**src/hdl/assert_macros.svh**
```systemverilog
// assertion macros shared by the rasterizer rtl
// depends on nothing; taken in by files that carry concurrent checks
`ifndef ASSERT_MACROS_SVH
`define ASSERT_MACROS_SVH

// property must hold at every clock edge outside reset
`define ASSERT_ALWAYS(label, clk, rst, prop, msg) \
  label: assert property (@(posedge clk) disable iff (rst) (prop)) else $error(msg);

// antecedent implies consequent in the same cycle
`define ASSERT_IMPL(label, clk, rst, ante, cons, msg) \
  label: assert property (@(posedge clk) disable iff (rst) (ante) |-> (cons)) else $error(msg);

// antecedent implies consequent in the next cycle
`define ASSERT_NEXT(label, clk, rst, ante, cons, msg) \
  label: assert property (@(posedge clk) disable iff (rst) (ante) |=> (cons)) else $error(msg);

`endif

```
**src/hdl/slr_pkg.sv**
```systemverilog
// shared types and sequencer codes for the slope-intercept line rasterizer
// no dependencies
`default_nettype none

package slr_pkg;

  // status returned by the slope divider
  typedef struct packed {
    logic busy;
    logic done;
  } div_stat_t;

  typedef logic [1:0] state_t;

  localparam state_t ST_IDLE = 2'd0;
  localparam state_t ST_DIV  = 2'd1;
  localparam state_t ST_EMIT = 2'd2;

endpackage

`default_nettype wire

```
**src/hdl/slope_intercept_line_rasterizer.sv**
```systemverilog
// Line rasterizer: takes one segment (start_x, start_y, end_x, end_y) per request and returns
// |d_major|+1 points in fixed point with FRAC_BITS fraction bits, last_point marking the end.
// The major axis is x when |dx| >= |dy|. Minor values are start_minor plus i times the rounded
// slope, saturated to the output range. One segment is handled at a time: the request is taken,
// then the slope is computed in the bit-serial slope divider (skipped for a zero-length segment),
// then one point per cycle is returned while out_ready is high.
// Depends on slr_pkg, slr_div and assert_macros.svh.
`default_nettype none

module slope_intercept_line_rasterizer #(
  parameter int COORD_BITS = 6,
  parameter int FRAC_BITS  = 8
) (
  input  wire logic                                 clk,
  input  wire logic                                 rst,
  input  wire logic                                 in_valid,
  output logic                                      in_ready,
  input  wire logic signed [COORD_BITS-1:0]         start_x,
  input  wire logic signed [COORD_BITS-1:0]         start_y,
  input  wire logic signed [COORD_BITS-1:0]         end_x,
  input  wire logic signed [COORD_BITS-1:0]         end_y,
  output logic                                      out_valid,
  input  wire logic                                 out_ready,
  output logic signed [COORD_BITS+FRAC_BITS-1:0]    point_x,
  output logic signed [COORD_BITS+FRAC_BITS-1:0]    point_y,
  output logic                                      steep,
  output logic                                      last_point
);
  import slr_pkg::*;

  `include "assert_macros.svh"

  localparam int CW = COORD_BITS;
  localparam int F  = FRAC_BITS;
  localparam int OW = CW + F;
  localparam int AW = OW + 2;
  localparam int NW = CW + F + 2;

  state_t state;
  state_t state_next;

  logic                 steep_r;
  logic                 dir_neg;
  logic                 min_neg;
  logic signed [CW-1:0] maj;
  logic signed [AW-1:0] minacc;
  logic signed [F+1:0]  inc;
  logic [CW-1:0]        cnt;

  logic signed [CW:0]   dx;
  logic signed [CW:0]   dy;
  logic [CW:0]          adx;
  logic [CW:0]          ady;
  logic                 steep_w;
  logic [CW-1:0]        steps_w;
  logic [CW-1:0]        amin_w;
  logic signed [CW-1:0] maj0_w;
  logic signed [CW-1:0] min0_w;
  logic                 take;
  logic                 give;

  div_stat_t            div_stat;
  logic [F:0]           quo;
  logic [NW-1:0]        div_num;
  logic [CW:0]          div_den;

  logic [OW-1:0]        maj_fx;
  logic [OW-1:0]        min_sat;
  logic [AW-OW:0]       min_top;

  assign take = in_valid && in_ready;
  assign give = out_valid && out_ready;

  // segment setup, all from the request fields
  assign dx      = {end_x[CW-1], end_x} - {start_x[CW-1], start_x};
  assign dy      = {end_y[CW-1], end_y} - {start_y[CW-1], start_y};
  assign adx     = dx[CW] ? -dx : dx;
  assign ady     = dy[CW] ? -dy : dy;
  assign steep_w = ady > adx;
  assign steps_w = steep_w ? ady[CW-1:0] : adx[CW-1:0];
  assign amin_w  = steep_w ? adx[CW-1:0] : ady[CW-1:0];
  assign maj0_w  = steep_w ? start_y : start_x;
  assign min0_w  = steep_w ? start_x : start_y;

  // round to nearest: (2*|dmin|*2^F + |dmaj|) / (2*|dmaj|)
  assign div_num = {1'b0, amin_w, {(F+1){1'b0}}} + {{(NW-CW){1'b0}}, steps_w};
  assign div_den = {steps_w, 1'b0};

  slr_div #(
    .COORD_BITS(COORD_BITS),
    .FRAC_BITS (FRAC_BITS)
  ) u_div (
    .clk  (clk),
    .rst  (rst),
    .start(take && steps_w != '0),
    .num  (div_num),
    .den  (div_den),
    .stat (div_stat),
    .quo  (quo)
  );

  always_comb begin
    state_next = state;
    case (state)
      ST_IDLE: begin
        if (take) state_next = (steps_w != '0) ? ST_DIV : ST_EMIT;
      end
      ST_DIV: begin
        if (div_stat.done) state_next = ST_EMIT;
      end
      ST_EMIT: begin
        if (out_ready && cnt == '0) state_next = ST_IDLE;
      end
      default: state_next = ST_IDLE;
    endcase
  end

  always_ff @(posedge clk) begin
    if (rst) begin
      state <= ST_IDLE;
    end else begin
      state <= state_next;
    end
  end

  always_ff @(posedge clk) begin
    if (take) begin
      steep_r <= steep_w;
      dir_neg <= steep_w ? dy[CW] : dx[CW];
      min_neg <= steep_w ? dx[CW] : dy[CW];
      maj     <= maj0_w;
      minacc  <= {{(AW-OW){min0_w[CW-1]}}, min0_w, {F{1'b0}}};
      cnt     <= steps_w;
      inc     <= '0;
    end else if (div_stat.done) begin
      // m * dir carries the sign of d_minor
      inc <= min_neg ? -$signed({1'b0, quo}) : $signed({1'b0, quo});
    end else if (give && cnt != '0) begin
      maj    <= maj + (dir_neg ? {CW{1'b1}} : CW'(1));
      minacc <= minacc + {{(AW-F-2){inc[F+1]}}, inc};
      cnt    <= cnt - 1'b1;
    end
  end

  assign maj_fx  = {maj, {F{1'b0}}};
  assign min_top = minacc[AW-1:OW-1];

  always_comb begin
    if ((&min_top) || !(|min_top)) begin
      min_sat = minacc[OW-1:0];
    end else if (minacc[AW-1]) begin
      min_sat = {1'b1, {(OW-1){1'b0}}};
    end else begin
      min_sat = {1'b0, {(OW-1){1'b1}}};
    end
  end

  assign in_ready   = (state == ST_IDLE);
  assign out_valid  = (state == ST_EMIT);
  assign point_x    = steep_r ? min_sat : maj_fx;
  assign point_y    = steep_r ? maj_fx : min_sat;
  assign steep      = steep_r;
  assign last_point = (cnt == '0);

  `ASSERT_ALWAYS(a_no_overlap, clk, rst, !(in_ready && out_valid),
                 "request taken while points still pending")
  `ASSERT_NEXT(a_busy_after_take, clk, rst, take, !in_ready,
               "ready stayed high after a request")
  `ASSERT_NEXT(a_idle_after_last, clk, rst, give && last_point, in_ready,
               "not ready after the final point")
  `ASSERT_IMPL(a_done_in_div, clk, rst, div_stat.done, state == ST_DIV,
               "slope finished outside the divide phase")

endmodule

`default_nettype wire

```
**src/hdl/slr_div.sv**
```systemverilog
// bit-serial restoring divider for the rasterizer slope, one quotient bit per cycle
// depends on slr_pkg and assert_macros.svh
`default_nettype none

module slr_div #(
  parameter int COORD_BITS = 6,
  parameter int FRAC_BITS  = 8
) (
  input  wire logic                               clk,
  input  wire logic                               rst,
  input  wire logic                               start,
  input  wire logic [COORD_BITS+FRAC_BITS+1:0]    num,
  input  wire logic [COORD_BITS:0]                den,
  output slr_pkg::div_stat_t                      stat,
  output logic      [FRAC_BITS:0]                 quo
);
  import slr_pkg::*;

  `include "assert_macros.svh"

  localparam int NW   = COORD_BITS + FRAC_BITS + 2;
  localparam int DW   = COORD_BITS + 2;
  localparam int CNTW = $clog2(NW);
  localparam logic [FRAC_BITS:0] QMAX = {1'b1, {FRAC_BITS{1'b0}}};

  logic [DW-1:0]   rem;
  logic [NW-1:0]   qn;
  logic [DW-1:0]   den_r;
  logic [CNTW-1:0] cnt;
  logic            busy;
  logic            done;

  logic [DW:0]     rem_sh;
  logic [DW:0]     diff;
  logic            ge;

  assign rem_sh = {rem, qn[NW-1]};
  assign diff   = rem_sh - {1'b0, den_r};
  assign ge     = ~diff[DW];

  always_ff @(posedge clk) begin
    if (rst) begin
      busy <= 1'b0;
      done <= 1'b0;
    end else begin
      done <= 1'b0;
      if (start) begin
        busy <= 1'b1;
      end else if (busy && cnt == '0) begin
        busy <= 1'b0;
        done <= 1'b1;
      end
    end
  end

  always_ff @(posedge clk) begin
    if (start) begin
      rem   <= '0;
      qn    <= num;
      den_r <= {{(DW-COORD_BITS-1){1'b0}}, den};
      cnt   <= CNTW'(NW - 1);
    end else if (busy) begin
      rem <= ge ? diff[DW-1:0] : rem_sh[DW-1:0];
      qn  <= {qn[NW-2:0], ge};
      cnt <= cnt - 1'b1;
    end
  end

  assign stat.busy = busy;
  assign stat.done = done;
  assign quo       = qn[FRAC_BITS:0];

  `ASSERT_IMPL(a_div_no_restart, clk, rst, start, !busy, "divider started while busy")
  `ASSERT_IMPL(a_div_quo_range, clk, rst, done, quo <= QMAX, "slope magnitude above one")
  `ASSERT_IMPL(a_div_done_idle, clk, rst, done, !busy, "divider done while still busy")

endmodule

`default_nettype wire
```
**config.mk**
```make
export PLATFORM = sky130hd
export DESIGN_NAME = slope_intercept_line_rasterizer
export DESIGN_NICKNAME = d
export VERILOG_FILES = /design/src/hdl/slr_pkg.sv /design/src/hdl/slope_intercept_line_rasterizer.sv /design/src/hdl/slr_div.sv
export VERILOG_INCLUDE_DIRS = /design/src /design/src/hdl
export SDC_FILE = /design/constraint.sdc
export NUM_CORES = 1
export LEC_CHECK = 0
export ABC_AREA = 1
export BUFFER_PORTS_ARGS = -buffer_cell sky130_fd_sc_hd__buf_2
export CORE_AREA = 2 2 105 107
export CTS_BUF_LIST = sky130_fd_sc_hd__clkbuf_8 sky130_fd_sc_hd__clkbuf_16
export DETAILED_ROUTE_END_ITERATION = 10
export DIE_AREA = 0 0 107 109
export PLACE_DENSITY_LB_ADDON = 0.08
export SETUP_SLACK_MARGIN = 0.3
export SLEW_MARGIN = 25
export SYNTH_ARGS = -nofsm -noshare
export SYNTH_HDL_FRONTEND = slang
export SYNTH_SLANG_ARGS = --single-unit
```
**constraint.sdc**
```tcl
create_clock -name clk -period 8.83 [get_ports clk]
set_input_delay 0.883 -clock clk [delete_from_list [all_inputs] [get_ports clk]]
set_output_delay 0.883 -clock clk [all_outputs]
set_load 0.02 [all_outputs]
```
==> reports/results.ini, run 1 <==
[critical_path]
critPathLaunch = start_y[0]
crit_required_ns = 8.78
cp-start-kind = primary input
cp-end-kind = flip-flop
worst_ep_arrival_time_ns = 5.35
crit_type = primary input to flip-flop
r2r-start = minacc[0]$_SDFFE_PP0P_
crit_fanout = 38

[timing]
finalSetupViolCount = 0
tns_ns = 0
period_share_pct = 61.13
relSlewSlack_pct = 51.81
tightest_slew_ns = 0.7228
slew_violations = 0
hold_viol = 0
fmax_mhz = 185.3
setup_ws_ns = 3.432
skew_ns = 0.01811
rsz0062_at_grt = no
period_minus_slack_ns = 5.398
whs_ns = 0.4892

[die]
die_x_microns = 107
die_h_microns = 109
row_count = 38
core-area_sq_um = 10600
start_util_pct = 58.87
pin_count = 60
die_area_sq_um = 11660

[global_routing]
grt_pass1_vias = 5444
grt_max_degree = 39
grt_usage_pct = 27.06
grt-ovfl-total = 0
antenna_found_initial = 0
grt_pass1_wl_microns = 24850

[synth]
syn_avg_cell_area_sq_um = 6.998
synth_top_cell_by_area = edfxtp_1
synthSimpleGateAreaFrac_pct = 30.05
async_reset_ff_share_pct = 0
synth_compound_area_share_pct = 13.45
synthFlopType = edfxtp_1
synthMuxAreaShare_pct = 0
synth_top_family_by_area = simple AND/OR/NAND/NOR gates
ys_seq_area_share_pct = 32.55
yosysWarnings = 0
ys_seq_elements = 79
synth_edf_count = 45
synth.distinct_cells = 44
synth_xor_area_share_pct = 3.087
synth_top_area_share_pct = 21.65
syn_area_sq_um = 6242
syn-num-nets = 976
synthAdderAreaFrac_pct = 11.83
netlist_instances = 892
synth_area_leaders = edfxtp_1 (22%), nand2_1 (15%), dfxtp_1 (11%)

[layout]
synthToLayoutAreaGrowth_pct = 9.240
postLayoutCoreUtil_pct = 64.31
final_common_cell = nand2_1
final_layout_size_suffix_gt1_share_pct = 11.40
nNetsFinal = 1026
diodes = 0
final_cell_mix = nand2_1 (250), inv_1 (116), o21ai_0 (78)

[clock_network]
clock_sinks = 79
cts_setup_buffers = 0
path_clk_slew_ns = 0.09
htree_levels = 3
clk-insertion-delay-late_ns = 0.36
cts-root-buf = clkbuf_8
clk_path_buf_depth = 2
cts_hold_buf = 0
cts_tree = done
cts_resized = 0
cts_buffers = 9

[drt]
drtPass1Iterations = 5
wl_microns = 15140
drt_iter0_drc = 460
vias = 5928
drc = 0
postRouteAntennaNets = 0
vias_per_cell = 5.454
wl_per_cell_microns = 13.92

[power]
powerDensity_nw_per_um2 = 265.6
leakage_nw = 3.527
max-vdd-ir-drop_uv = 214.0

[min_path]
hp-class = flip-flop to flip-flop
hold_path.startpoint = u_div.cnt[0]$_SDFFE_PP1P_

[status]
outcome = finished, final reports clean

[placed_design]
dp_slack_ns = 3.071
hpwl_microns = 11990
gp_congestion = 0.8964
io_buffers = 59

[flow_run]
cap_violations = 0

==> per-layer routing <==
metal	vias to the layer above	routed length, microns	GRT usage (%)	part of all wire (%)
li1	3021	-	-	-
met1	2742	6816	35.05	45
met2	145	7466	47.13	49
met3	20	587	2.271	3.9
met4	0	266	10.58	1.8
met5	-	0	0	0
==> sequential cells by signal, indices dropped and copies added, names as in the netlist <==
| signal | flops |
|---|---|
| minacc | 16 |
| u_div.qn | 16 |
| inc | 10 |
| u_div.rem | 8 |
| cnt | 6 |
| maj | 6 |
| u_div.den_r | 6 |
| u_div.cnt | 4 |
| state | 2 |
| dir_neg | 1 |
| min_neg | 1 |
| steep | 1 |
| u_div.busy | 1 |
| u_div.done | 1 |
==> synth_stat cells, types with 4 or more instances <==
master and number:
dfxtp_1 34, o21ai_0 78, nand3_1 70, nor2_1 65, ha_1 51, a22oi_1 4
nand2_1 251, a21oi_1 49, xnor2_1 8, a21o_1 5, nor3_1 9, inv_1 116
nor2_2 8, edfxtp_1 45, nand3b_1 5, nand4_1 6, xor2_1 14, fa_1 5
nand2_2 8, clkbuf_1 18, o22ai_1 4
==> worst max-delay path, stage by stage <==
cell,delay (ns)
buf_2,0.11
ha_1,0.22
fa_1,0.58
ha_1,0.17
inv_1,0.06
nor2_1,0.09
nand3_1,0.12
nand2_1,0.09
nand2_1,0.06
nand2_1,0.06
inv_1,0.06
ha_1,0.30
nand2_1,0.07
a21oi_1,0.05
nor2_1,0.08
nand2_1,0.07
nand2_1,0.06
buf_4,0.30
inv_1,0.31
nand3_1,0.19
nand3_1,0.08
nor2_1,0.12
nand3_2,0.27
nand2_2,0.42
nand2_1,0.49
==> cell type report <==
cell class | count | area [sq um]
Fill cell | 986 | 3784
Multi-Input combinational cell | 668 | 3649
Sequential cell | 79 | 2032
Inverter | 121 | 459.2
Timing Repair Buffer | 63 | 325.3
Tap cell | 140 | 175.2
Clock buffer | 9 | 123.9
Clock inverter | 7 | 55.05
==> logic make-up (layout without fill, tap and decap cells) <==
kind of cell,Yosys count,count (layout)
buf+inv,145,200
fa+ha+maj,56,56
simple gates,436,436
xor+xnor,22,22
compound gates,154,154
flops,79,79
==> where the power goes <==
part           switching, W  total (W)  internal (W)
combinational      0.000630   0.000954      0.000325
clock              0.000146   0.000252      0.000106
sequential        0.0000789   0.000605      0.000526
==> path summary, 6_finish.rpt <==
check | to | slack (ns) | cells after the start
setup / recovery | u_div.qn[10]$_DFFE_PP_ | 3.43 | 25
hold / removal | u_div.cnt[0]$_SDFFE_PP1P_ | 0.49 | 2
setup reg to reg | minacc[12]$_DFFE_PP_ | 6.16 | 13
hold reg to reg | u_div.cnt[0]$_SDFFE_PP1P_ | 0.49 | 2
==> per-stage QoR <==
step,power (W),area (sq um),cells
floorplan,0.001321,6242,892
global placement,0.001530,6638,1071
detailed placement,0.001561,6638,1071
CTS,0.001816,6817,1087
global route,0.001974,6819,1087
finish,0.001811,6819,1087
No activity file was read; power rests on OpenSTA's default activity.
==> run 2, diff against run 1 <==
==> constraint.sdc (replaced) <==
create_clock -name clk -period 5.3 [get_ports clk]
set_input_delay 0.53 -clock clk [delete_from_list [all_inputs] [get_ports clk]]
set_output_delay 0.53 -clock clk [all_outputs]
set_load 0.02 [all_outputs]
==> run 2 against run 1 <==
- clock-buffer cell count is the same
- die area unchanged
- register-to-register slack worse by 3.7 ns
- cell area rose by 0.48%
- clock power is 79% higher
- largest power group unchanged
- highest routed layer unchanged
==> reports/results.ini, run 2 (synthesis results as in run 1) <==
[status]
outcome = finished, final reports clean

[layout]
final_cell_mix = nand2_1 (250), inv_1 (117), o21ai_0 (78)
synthToLayoutAreaGrowth_pct = 9.761
final_layout_size_suffix_gt1_share_pct = 11.49
final_common_cell = nand2_1
reg.largest.list = minacc x16, u_div.qn x16, inc x10
num-fill-cells = 982
nNetsFinal = 1028
diodes = 0
final_cells = 1089

[drt]
vias_per_cell = 5.380
drt_iter0_drc = 313
wl_per_cell_microns = 13.83
drtPass1Iterations = 5
wl_microns = 15060
drc = 0
postRouteAntennaNets = 0
vias = 5859

[die]
die_h_microns = 109
die_x_microns = 107
pin_count = 60
die_area_sq_um = 11660
row_count = 38
core-area_sq_um = 10600
start_util_pct = 58.87

[timing]
finalSetupViolCount = 0
whs_ns = 0.3584
tns_ns = 0
hold_viol = 0
rsz0062_at_grt = no
slew_violations = 0
period_minus_slack_ns = 4.429
period_share_pct = 83.58
fmax_mhz = 225.8
tightest_slew_ns = 1.028
skew_ns = 0.01515
relSlewSlack_pct = 31.33

[critical_path]
worst_ep_arrival_time_ns = 4.39
r2r_slack_ns = 2.47
r2r-start = cnt[0]$_DFFE_PP_
cp-start-kind = primary input
crit_type = primary input to flip-flop
crit_required_ns = 5.26
critPathLaunch = start_y[0]
cp-end-kind = flip-flop
crit_fanout = 19

[clock_network]
clk-insertion-delay-late_ns = 0.36
cts_tree = done
cts_hold_buf = 0
clock_sinks = 79
htree_levels = 3
path_clk_slew_ns = 0.09
cts-root-buf = clkbuf_8
cts_setup_buffers = 0
clk_path_buf_depth = 2
cts_buffers = 9

[placed_design]
gp_congestion = 0.9240
io_buffers = 59
hpwl_microns = 11790
placedCellCount = 1073

[global_routing]
grt_usage_pct = 27.35
grt_pass1_vias = 5606
antenna_found_initial = 0
grt_pass1_wl_microns = 25470
grt_max_degree = 33
grt-ovfl-total = 0

[power]
max-vdd-ir-drop_uv = 310.2
leakage_nw = 3.550
powerDensity_nw_per_um2 = 448.4

[flow_run]
cap_violations = 0

[min_path]
hp-class = primary input to flip-flop
hold_path.startpoint = rst

run 2: changes by cell type in the layout (fill, tap and decap cells not counted):
cell / before / now
buf_4: 4 / 6
bufinv_16: 0 / 1
clkinv_4: 0 / 1
clkinvlp_4: 2 / 1
inv_1: 116 / 117
inv_4: 1 / 0
inv_8: 1 / 0
run 2: layout make-up:
type                    count  area, sq um  area share [%]
multi-input cells         668         3649           53.25
flip-flops and latches     79         2032           29.66
inverters                 121        459.2           6.702
repair buffers             65        340.3           4.967
well taps                 140        175.2           2.557
clock buffers               9        123.9           1.808
clock inverters             7        72.57           1.059
run 2: path summary, 6_finish.rpt:
| path | to | depth (start not counted) |
|---|---|---|
| max | u_div.qn[6]$_SDFFCE_PP0P_ | 23 |
| max reg2reg | minacc[11]$_DFFE_PP_ | 9 |
| min | u_div.busy$_SDFFE_PP0P_ | 2 |
| min reg2reg | u_div.cnt[0]$_SDFFE_PP1P_ | 2 |
run 2: repair_timing:
item | in CTS | in global routing
endpoints found under the setup margin | 0 | 16
endpoints found under the hold margin | 0 | 0
gates resized for setup | 0 | 1
run 2: layer usage:
layer  wire [microns]  global-route usage [%]  vias up
met3              541                   3.467       17
met4              225                   7.885        0
li1                 -                       -     3041
met5                0                       0        -
met2             7371                   48.82      131
met1             6920                   34.83     2670
run 2: report_power, final:
part           switching [W]  leakage, nW  internal [W]  total [W]
Combinational        0.00106         2.73      0.000550    0.00161
Clock               0.000233        0.101      0.000219   0.000452
Sequential          0.000134        0.718      0.000878    0.00101
Total                0.00143         3.55       0.00165    0.00307
run 2: critical path: stages:
cell,delay [ns]
buf_2,0.12
ha_1,0.22
fa_1,0.57
ha_1,0.17
inv_1,0.06
nor2_1,0.10
nand3_1,0.13
nand2_1,0.09
nand2_1,0.06
nand2_1,0.06
inv_1,0.05
ha_1,0.29
nand2_1,0.05
nor2_1,0.14
nand3_1,0.13
nand2_2,0.27
inv_1,0.20
nand2_1,0.12
nand2_2,0.07
nor2_1,0.13
nand3_2,0.26
nand2_2,0.14
nand2_1,0.39
run 2: through the flow:
| step | total power (W) | area [sq um] | setup slack [ns] | util (%) |
|---|---|---|---|---|
| 6_report | 0.003072 | 6852 | 0.8705 | 64.62 |
| 2_1_floorplan | 0.002200 | 6242 | 1.364 | - |
| 4_1_cts | 0.003068 | 6849 | 0.7147 | 64.60 |
| 5_1_grt | 0.003349 | 6852 | 0.3493 | 64.62 |
| 3_5_place_dp | 0.002611 | 6653 | 0.3685 | 62.74 |
| 3_3_place_gp | 0.002556 | 6653 | 0.5527 | 62.74 |
==> run 3, diff against run 2 <==
--- a/config.mk
+++ b/config.mk
@@ -8,10 +8,10 @@
 export LEC_CHECK = 0
 export ABC_AREA = 1
 export BUFFER_PORTS_ARGS = -buffer_cell sky130_fd_sc_hd__buf_2
-export CORE_AREA = 2 2 105 107
+export CORE_AREA = 2 2 110 112
 export CTS_BUF_LIST = sky130_fd_sc_hd__clkbuf_8 sky130_fd_sc_hd__clkbuf_16
 export DETAILED_ROUTE_END_ITERATION = 10
-export DIE_AREA = 0 0 107 109
+export DIE_AREA = 0 0 112 114
 export PLACE_DENSITY_LB_ADDON = 0.08
 export SETUP_SLACK_MARGIN = 0.3
 export SLEW_MARGIN = 25
==> constraint.sdc (replaced) <==
create_clock -name clk -period 3.73 [get_ports clk]
set_input_delay 0.373 -clock clk [delete_from_list [all_inputs] [get_ports clk]]
set_output_delay 0.373 -clock clk [all_outputs]
set_load 0.02 [all_outputs]
==> run 3 against run 2 <==
- first-iteration DRC count grew 29%
- final cell count grew 6.2%
- via count grew 5.1%
- non-clock buffer count grew 60
- sequential power grew 43%
- total power grew 67%
==> reports/results.ini, run 3 (synthesis results as in run 1) <==
[layout]
final_layout_size_suffix_gt1_share_pct = 22.77
final_common_cell = nand2_1
postLayoutCoreUtil_pct = 66.21
final_cells = 1157
nNetsFinal = 1089
num-fill-cells = 1009
final_cell_mix = nand2_1 (221), inv_1 (110), o21ai_0 (76)
reg.largest.list = minacc x16, u_div.qn x16, inc x10
synthToLayoutAreaGrowth_pct = 24.21
diodes = 0

[drt]
drc = 0
vias_per_cell = 5.323
wl_microns = 16290
drt_iter0_drc = 404
wl_per_cell_microns = 14.08
postRouteAntennaNets = 0
vias = 6159
drtPass1Iterations = 5

[timing]
period_minus_slack_ns = 3.434
setup_ws_ns = 0.2965
finalSetupViolCount = 0
hold_viol = 0
rsz0062_at_grt = yes
tns_ns = 0
slew_violations = 0
relSlewSlack_pct = 55.12
skew_ns = 0.01208
fmax_mhz = 291.2
period_share_pct = 92.05
tightest_slew_ns = 0.6733

[global_routing]
grt_max_degree = 31
antenna_found_initial = 0
grt_usage_pct = 25.97
grt_pass1_vias = 5915
grt_pass1_wl_microns = 26900
grt-ovfl-total = 0

[die]
die_x_microns = 112
die_area_sq_um = 12770
row_count = 40
core-area_sq_um = 11710
die_h_microns = 114
pin_count = 60
start_util_pct = 53.30

[power]
leakage_nw = 3.931
powerDensity_nw_per_um2 = 659.8
total_power_w = 0.005116
max-vdd-ir-drop_uv = 421.9

[clock_network]
cts_hold_buf = 0
clk_path_buf_depth = 2
cts_tree = done
path_clk_slew_ns = 0.07
cts_buffers = 9
htree_levels = 3
clock_sinks = 79
cts-root-buf = clkbuf_16
clk-insertion-delay-late_ns = 0.35

[critical_path]
crit_type = primary input to flip-flop
worst_ep_arrival_time_ns = 3.54
cp-end-kind = flip-flop
crit_required_ns = 3.84
crit_fanout = 8
cp-start-kind = primary input

[placed_design]
dp_slack_ns = -0.3123
io_buffers = 59
hpwl_microns = 12700
placedCellCount = 1132
gp_congestion = 0.8799

[flow_run]
cap_violations = 0

[min_path]
hp-class = primary input to flip-flop

[status]
outcome = finished, final reports clean

==> run 3: power breakdown <==
part / switching [W] / internal [W] / total (W)
Combinational: 0.00167 / 0.00109 / 0.00276
Clock: 0.000393 / 0.000528 / 0.000921
Sequential: 0.000188 / 0.00125 / 0.00144
==> run 3: area by class of cell <==
type                       count  area (sq um)  area share, %
multi-input combinational    669          3916          50.51
clock buffer                   9         225.2          2.905
tap                          147         183.9          2.372
timing repair buffer         125         835.8          10.78
clock inverter                 7         81.33          1.049
sequential                    79          2032          26.21
inverter                     121         479.2          6.180
==> run 3: per-layer routing <==
metal  global-route usage, %  wire (microns)  vias to the layer above
li1                        -               -                     3166
met1                   32.12            7291                     2850
met2                   47.03            8130                      120
met3                   3.188             558                       23
met4                   9.024             309                        0
met5                       0               0                        -
==> run 3: path summary, 6_finish.rpt <==
| path | start | endpoint | slack (ns) | cells after the start |
|---|---|---|---|---|
| min reg2reg | u_div.cnt[0]$_SDFFE_PP1P_ | u_div.cnt[0]$_SDFFE_PP1P_ | 0.48 | 2 |
| max reg2reg | minacc[0]$_SDFFE_PP0P_ | minacc[12]$_DFFE_PP_ | 1.16 | 13 |
| max | end_y[0] | u_div.qn[0]$_DFFE_PP_ | 0.30 | 28 |
| min | rst | u_div.busy$_SDFFE_PP0P_ | 0.20 | 2 |
==> run 3: timing repair <==
item                       CTS  global route
setup endpoints to repair   50            72
resized for setup           13            68
cloned                       2             0
setup buffers                4             3
pin swaps                    6            23
==> run 3: worst max-delay path: stages <==
cell and delay [ns]:
buf_8 0.09, inv_12 0.03, ha_4 0.15, fa_2 0.63, ha_4 0.16, inv_4 0.04, nor2_4 0.10, nand3_2 0.10
nand2_1 0.09, nand2_1 0.07, nand2_1 0.07, inv_2 0.05, ha_4 0.28, nand2_2 0.05, a21oi_2 0.12, nor2_1 0.06
nand2_2 0.09, nand2_4 0.07, buf_6 0.14, nand2_2 0.06, nand2_2 0.06, nand3_2 0.09, nor2_4 0.04, nand3_4 0.11
nand2_8 0.11, buf_8 0.19, nand2_1 0.05, nand2_1 0.05
==> run 3: through the flow <==
| stage | cell area, sq um | hold slack, ns |
|---|---|---|
| 2_1_floorplan | 6304 | 0.4421 |
| 3_3_place_gp | 7103 | 0.4627 |
| 3_5_place_dp | 7103 | 0.4620 |
| 4_1_cts | 7507 | 0.1976 |
| 5_1_grt | 7754 | 0.2085 |
| 6_report | 7754 | 0.2034 |
